### src/hw/rtl/cen_pkg.sv
// Shared types and constants for the 3x3 census transform.
package cen_pkg;

    typedef logic [7:0] t_pix;

    // Both line stores share one address, so they live side by side in one entry.
    typedef struct packed {
        t_pix above2;
        t_pix above;
    } t_lines;

    // Write and read control toward the line store (addresses travel separately).
    typedef struct packed {
        logic rd_en;
        logic wr_en;
    } t_ls_ctl;

    localparam int CFG_W      = 12;
    localparam int CFG_IDX_W  = 1;
    localparam int POS_OUT_W  = 11;
    localparam int SIZE_MIN   = 3;

    localparam logic [CFG_IDX_W-1:0] CFG_IMAGE_COLS = 1'b0;
    localparam logic [CFG_IDX_W-1:0] CFG_IMAGE_ROWS = 1'b1;

    localparam logic [CFG_W-1:0] COLS_RESET = 12'd640;
    localparam logic [CFG_W-1:0] ROWS_RESET = 12'd480;

    // Census code bit positions
    localparam int BIT_UL = 0;
    localparam int BIT_U  = 1;
    localparam int BIT_UR = 2;
    localparam int BIT_L  = 3;
    localparam int BIT_R  = 4;
    localparam int BIT_DL = 5;
    localparam int BIT_D  = 6;
    localparam int BIT_DR = 7;

endpackage

### src/hw/rtl/cen_window.sv
// 3x3 window registers and the eight neighbor comparisons.
module cen_window
    import cen_pkg::*;
(
    input  logic       i_clk,
    input  logic       i_rst_n,
    input  logic       i_shift,
    input  t_pix       i_top,
    input  t_pix       i_mid,
    input  t_pix       i_bot,
    output logic [7:0] o_code
);

    // [0..2] two columns back (top, mid, bottom), [3..5] one column back
    t_pix r_win [6];
    t_pix ctr;

    always_ff @(posedge i_clk) begin
        if (!i_rst_n) begin
            for (int i = 0; i < 6; i++) begin
                r_win[i] <= '0;
            end
        end else if (i_shift) begin
            r_win[0] <= r_win[3];
            r_win[1] <= r_win[4];
            r_win[2] <= r_win[5];
            r_win[3] <= i_top;
            r_win[4] <= i_mid;
            r_win[5] <= i_bot;
        end
    end

    always_comb begin
        ctr            = r_win[4];
        o_code         = '0;
        o_code[BIT_UL] = (r_win[0] >= ctr);
        o_code[BIT_U]  = (r_win[3] >= ctr);
        o_code[BIT_UR] = (i_top >= ctr);
        o_code[BIT_L]  = (r_win[1] >= ctr);
        o_code[BIT_R]  = (i_mid >= ctr);
        o_code[BIT_DL] = (r_win[2] >= ctr);
        o_code[BIT_D]  = (r_win[5] >= ctr);
        o_code[BIT_DR] = (i_bot >= ctr);
    end

endmodule

### config.mk
export PLATFORM = sky130hd
export DESIGN_NAME = cen_window
export DESIGN_NICKNAME = d
export VERILOG_FILES = /design/src/hw/rtl/cen_pkg.sv /design/src/hw/rtl/cen_window.sv
export SDC_FILE = /design/constraint.sdc
export NUM_CORES = 1
export LEC_CHECK = 0
export BUFFER_PORTS_ARGS = -buffer_cell sky130_fd_sc_hd__buf_4
export CAP_MARGIN = 20
export CORE_AREA = 2 2 93 95
export DETAILED_ROUTE_END_ITERATION = 8
export DIE_AREA = 0 0 95 97
export PLACE_DENSITY_LB_ADDON = 0.08
export SLEW_MARGIN = 5
export SYNTH_ARGS = -nofsm -noshare
export SYNTH_HDL_FRONTEND = slang
export SYNTH_SLANG_ARGS = --single-unit
### constraint.sdc
create_clock -name i_clk -period 2.8 [get_ports i_clk]
set_clock_uncertainty 0.05 [all_clocks]
set_input_delay 0.28 -clock i_clk [delete_from_list [all_inputs] [get_ports i_clk]]
set_output_delay 0.28 -clock i_clk [all_outputs]
set_load 0.01 [all_outputs]
==> Word level (Yosys, flattened, before mapping) <==
Memory sizes are Yosys's and may differ from the RTL's.
Cells that the tools add are included.
{ "classes": {"order_cmp": 8, "n_mux": 10, "bitwise_logic": 6} }
{ "ops": {"columns": ["operator", "count"], "rows": [
  ["$ge A8 B8 Y1", 8],
  ["$mux W8", 6],
  ["$or A1 B1 Y1", 6],
  ["$mux W1", 4]
]} }
{ "totals": {"register_bits": 0, "ramBits": 48, "inputBits": 27, "out_inout_bits": 8, "wordCells": 25, "memories": 1} }
{ "memory_table": {"columns": ["memory", "depth", "word_bits", "rd", "rd_clocked_by_memory_dff", "wr", "line_no", "text"], "rows": [
  ["r_win", 6, 8, 6, 0, 6, "cen_window.sv:15", "t_pix r_win [6];"]
]} }

==> Logic depth before layout (Yosys ltp) <==
Gate-level depths: netlist (run 1).
{ "depth": {"word_depth": 4, "ltp_mapped": 5, "depth_no_buf": 5} }

==> Least setup slack after synthesis (run 1) <==
OpenSTA, ideal clock, no wires.
{ "synth_path": {"path_type": "input-to-reg", "start": "in i_shift", "end": "mem r_win[0][0] (netlist bit), enable pin", "setup_ns": 0.413, "arrival_time_ns": 1.599, "required_ns": 2.337, "slack_ns": 0.738, "path_stages": 2, "n_path_buf": 1, "path_cell_list": "buf_4 -> nand2b_1"} }
{ "synth_lines": {"columns": ["item", "line_no", "text"], "rows": [
  ["from (decl)", "cen_window.sv:7", "input logic i_shift,"],
  ["to (decl)", "cen_window.sv:15", null]
]} }

==> impl_metrics.csv, run 1 <==
group,metric,value,unit
routing,route.vias.total,2048,
logic_synthesis,synth.top_cells.by_area,"edfxtp_1, ha_1, and3_1, a21o_1, a221oi_2",
place,dp_cells,388,
sta,rsz0062_at_grt,"false",
grt,overflow,0,
critical_path,slowest_stage,"edfxtp_1",
layout,instances_no_fill,396,
grt,grt_usage,0.145,
sta,final_max_slew_viol_count,0,
floorplan,io-pin-count,35,
clock_tree,clkTransAtPathRegs,0.09,ns
power,ir_drop,0.239,mV
routing,routed_wl,6090,um
sta,hold_viol,0,
logic_synthesis,avgSynthCellArea,12.4,um^2
layout,nNetsFinal,381,
floorplan,die_area,9220,um^2
power,power.internal,1.32,mW
grt,grt_pass1_vias,2159,
critical_path,critPathBufInv,2,
layout,largest_reg_flops,48,
layout,top_register,"r_win",
critical_path,max_stage_delay,0.39,ns
clock_tree,clockBufferDepth,2,
floorplan,die_h,97,um
critical_path,cp.arrival,2.01,ns
clock_tree,clockRootBuffer,"clkbuf_8",
sta,holdWs,0.248,ns
clock_tree,htreeDepth,2,
logic_synthesis,synth_top_area_frac,0.451,
critical_path,crit_type,"register to primary output",
clock_tree,ctsResizeCount,0,
routing,drcViolationCount,0,
floorplan,core,8130,um^2
power,p_leak,1.87,nW
grt,antenna_found_initial,0,
critical_path,reg2reg_from,"r_win[4][0]$_SDFFCE_PN0P_",
hold_path,worst_hold_path_type,"input pin to register",
power,net-switching-power,0.469,mW
layout,area_delta_synth_final,14.5,%
sta,final-setup-viol-count,0,
grt,grt_max_degree,50,
critical_path,crit_fanout,8,
logic_synthesis,ys_types,13,
sta,post-route-min-period,2.34,ns
critical_path,crit_chain,"inv_1 > ha_1 > and3_2 > a221oi_2 > o21ai_1 > buf_4",
sta,min_period_over_period,0.836,
layout,top_regs,"r_win (48)",
layout,layout_commonest_cell,"ha_1",
floorplan,die-width,95,um
clock_tree,postCtsSetupBuffers,0,
outcome,status,"finished clean",
power,p_seq_frac,0.488,
clock_tree,clock_sinks,48,
clock_tree,ctsHoldBuffers,0,
critical_path,cp_data_required_time,2.47,ns
run,cap_violations,0,
place,dpl.hpwl,4360,um
layout,mostFrequentLayoutCells,"ha_1, and3_1, edfxtp_1, buf_4, a21o_1",
routing,antenna_left,0,
power,total_power,1.78,mW
layout,nFillCells,762,
logic_synthesis,ys_ff_latch,48,
place,io_buffers,34,
grt,grt_pass1_wl,10300,um
sta,timing.fmax,0.427,GHz
routing,drt_pass1_iterations,4,
routing,via_per_inst,5.17,
logic_synthesis,synth_nets,349,
power,switching_share,0.263,
critical_path,end_kind,"primary output",
hold_path,min_from,"i_top[0]",
sta,tightest_slew,0.429,ns
layout,diodes,0,
floorplan,start_util,0.393,
logic_synthesis,synth.cell_area,3200,um^2
sta,slew_headroom,0.714,
layout,drive_gt1_frac,0.196,
floorplan,placementRows,33,
clock_tree,cts_tree,"done",
routing,drtIter0Drc,65,
power,pwr-share-comb,0.240,
clock_tree,clk_latency,0.29,ns
place,place_congestion,0.706,
sta,fin_tns_setup,0,ns
logic_synthesis,yosysSeqAreaShare,0.451,
power,clkPwrFrac,0.272,
logic_synthesis,syn_inst,258,
critical_path,startpoint,"r_win[4][7]$_SDFFCE_PN0P_",
logic_synthesis,yosysWarnings,0,
routing,detail_route.wl_per_cell,15.4,um
critical_path,worstSetupStartpointType,"register",
clock_tree,cts_buffers,5,
logic_synthesis,synth_top_cell_by_area,"edfxtp_1",
power,p_per_area,488,nW/um^2
critical_path,crit_family,"buffers and inverters",
==> Yosys cell counts <==
cell and number:
clkbuf_1 6, inv_1 15, a21o_1 24, a221oi_2 8
nand3_1 8, and3_2 7, buf_4 4, o21ai_1 8
a31oi_1 8, edfxtp_1 48, nand2b_1 9, and3_1 49
ha_1 64
==> final cells by class <==
cell class                 count  area [um^2]  share of cell area
clock inverter                 3         37.5              0.0103
multi-input combinational    185         1650               0.451
timing repair buffer          35          275              0.0752
clock buffer                   5         68.8              0.0188
inverter                      15         56.3              0.0154
sequential                    48         1440               0.394
tap                          105          131              0.0359
==> path summary, 6_finish.rpt <==
check / end / slack (ns) / depth (start not counted)
worst max-delay path: o_code[2] / 0.46 / 6
worst min-delay path: r_win[3][0]$_SDFFCE_PN0P_ / 0.25 / 2
worst max register to register: r_win[1][0]$_SDFFCE_PN0P_ / 1.72 / 1
worst min register to register: r_win[1][3]$_SDFFCE_PN0P_ / 0.53 / 1
==> stage by stage <==
| step | area (um^2) | utilization | setup WS [ns] |
|---|---|---|---|
| 2_1_floorplan | 3200 | - | 0.738 |
| 3_3_place_gp | 3550 | 0.437 | 0.789 |
| 3_5_place_dp | 3550 | 0.437 | 0.748 |
| 4_1_cts | 3660 | 0.450 | 0.409 |
| 5_1_grt | 3660 | 0.450 | 0.309 |
| 6_report | 3660 | 0.450 | 0.460 |
==> power groups by stage <==
stage	clock network (mW)	registers (mW)	logic (mW)
after floorplan	0	0.881	0.289
final	0.486	0.871	0.428
after detailed placement	0	0.889	0.438
after global placement	0	0.887	0.430
after CTS	0.498	0.872	0.440
after global routing	0.521	0.878	0.496
==> cells by family (layout without fill, tap and decap cells) <==
kind of cell | count (synthesis) | count (layout) | share of synthesized area
and+or+nand+nor | 73 | 73 | 0.142
adders and majority gates | 64 | 64 | 0.250
AOI/OAI and AO/OA | 48 | 48 | 0.122
DFF | 48 | 48 | 0.451
buffers and inverters | 25 | 58 | 0.0340
==> routing by layer <==
layer,vias to the layer above,wire [um],global-route usage
met4,0,66,0.0334
li1,1062,-,-
met5,-,0,0
met2,29,2920,0.242
met3,5,140,0.0265
met1,952,2960,0.194
No activity file was read; power rests on OpenSTA's default activity.
==> inputs of run 2 (changes only) <==
clock period = 2.3 ns   (was 2.8 ns; I/O delays follow)
==> run 2 against run 1 <==
  * Largest cell class unchanged
  * Power up 25%
  * Global-route usage about the same
  * Register-to-register slack worse by 0.50 ns
  * Via count up 2.1%
  * Critical endpoint is now o_code[5]
  * Sequential share of layout area down 2.5 points
  * Final area up 6.7%
==> impl_metrics.csv, run 2 (synthesized netlist as in run 1, its figures left out) <==
group,metric,value,unit
routing,drcViolationCount,0,
clock_tree,clk_latency,0.29,ns
clock_tree,clock_sinks,48,
clock_tree,cts_tree,"done",
grt,grt_pass1_wl,10400,um
sta,tightest_slew,0.436,ns
hold_path,hold_path_depth,2,
floorplan,die_h,97,um
routing,detail_route.wl_per_cell,15.5,um
place,place_area,3550,um^2
critical_path,crit_type,"register to primary output",
floorplan,io-pin-count,35,
power,p_leak,1.90,nW
power,total_power,2.24,mW
sta,timing.fmax,0.445,GHz
critical_path,cp_data_required_time,2.02,ns
grt,grt_max_degree,50,
layout,top_register,"r_win",
routing,route.vias.total,2091,
layout,fin_util,0.480,
place,dpl.hpwl,4360,um
floorplan,die-width,95,um
critical_path,r2r_cells,1,
outcome,status,"finished clean",
clock_tree,clockBufferDepth,2,
grt,grt_pass1_vias,2162,
layout,layout_commonest_cell,"ha_1",
sta,slew_headroom,0.710,
critical_path,worstSetupStartpointType,"register",
floorplan,placementRows,33,
sta,post-route-min-period,2.25,ns
grt,overflow,0,
grt,antenna_found_initial,0,
routing,drtIter0Drc,76,
layout,diodes,0,
layout,largest_reg_flops,48,
clock_tree,htreeDepth,2,
sta,rsz0062_at_grt,"true",
floorplan,die_area,9220,um^2
critical_path,reg2reg_setup_slack,1.22,ns
clock_tree,cts_buffers,5,
power,ir_drop,0.233,mV
place,place_congestion,0.706,
clock_tree,clockRootBuffer,"clkbuf_8",
clock_tree,clkTransAtPathRegs,0.09,ns
layout,area_delta_synth_final,22.2,%
layout,top_regs,"r_win (48)",
sta,fin_tns_setup,0,ns
floorplan,start_util,0.393,
sta,hold_viol,0,
routing,via_per_inst,5.23,
grt,grt_usage,0.145,
place,io_buffers,34,
critical_path,crit_fanout,8,
sta,min_period_over_period,0.977,
critical_path,cp.arrival,1.97,ns
hold_path,worst_hold_path_type,"input pin to register",
floorplan,core,8130,um^2
routing,antenna_left,0,
routing,routed_wl,6220,um
layout,drive_gt1_frac,0.268,
critical_path,end_kind,"primary output",
layout,nNetsFinal,385,
power,p_per_area,573,nW/um^2
run,cap_violations,0,
routing,drt_pass1_iterations,4,
layout,mostFrequentLayoutCells,"ha_1, and3_1, edfxtp_1, buf_4, a21o_1",
layout,final_area,3910,um^2
sta,final-setup-viol-count,0,
sta,final_max_slew_viol_count,0,
sta,holdWs,0.198,ns
run 2: stage by stage:
| stage | cells | worst slack, ns |
|---|---|---|
| 2_1_floorplan | 258 | 0.288 |
| 3_5_place_dp | 388 | 0.298 |
| 4_1_cts | 398 | -0.0103 |
| 5_1_grt | 400 | -0.0595 |
| 6_report | 400 | 0.0533 |
| 3_3_place_gp | 388 | 0.339 |
run 2: layer usage:
layer  track usage  wire length, um  part of all wire
met1         0.195             3080              0.50
met2         0.242             2940              0.47
met3        0.0265              135             0.022
met4        0.0334               56            0.0090
met5             0                0                 0
run 2: critical path: stages, from the launching register on:
cell and delay, ns:
edfxtp_1 0.39, clkinvlp_4 0.24, ha_1 0.35, and3_2 0.22, a221oi_2 0.21, o21ai_1 0.11
buf_4 0.15
run 2: final cells by class:
class | count | area, um^2
clock buffers | 5 | 68.8
clock inverters | 3 | 37.5
fillers | 738 | 4230
inverters | 15 | 71.3
multi-input cells | 185 | 1810
flip-flops and latches | 48 | 1440
well taps | 105 | 131
repair buffers | 39 | 343
run 2: path summary, 6_finish.rpt:
check / from / end
hold / removal: i_top[0] / r_win[3][0]$_SDFFCE_PN0P_
setup / recovery: r_win[4][5]$_SDFFCE_PN0P_ / o_code[5]
setup reg to reg: r_win[4][0]$_SDFFCE_PN0P_ / r_win[1][0]$_SDFFCE_PN0P_
hold reg to reg: r_win[4][3]$_SDFFCE_PN0P_ / r_win[1][3]$_SDFFCE_PN0P_
run 2: what timing repair did:
action	4_1_cts	5_1_grt
setup endpoints to repair	5	8
setup buffers	2	2
hold buffers	0	0
pin swaps	0	2
hold endpoints to repair	0	0
gates resized for setup	5	13
run 2: report_power, final:
group | switching (mW) | internal [mW]
clock network | 0.271 | 0.317
registers | 0.0358 | 1.03
logic | 0.286 | 0.297
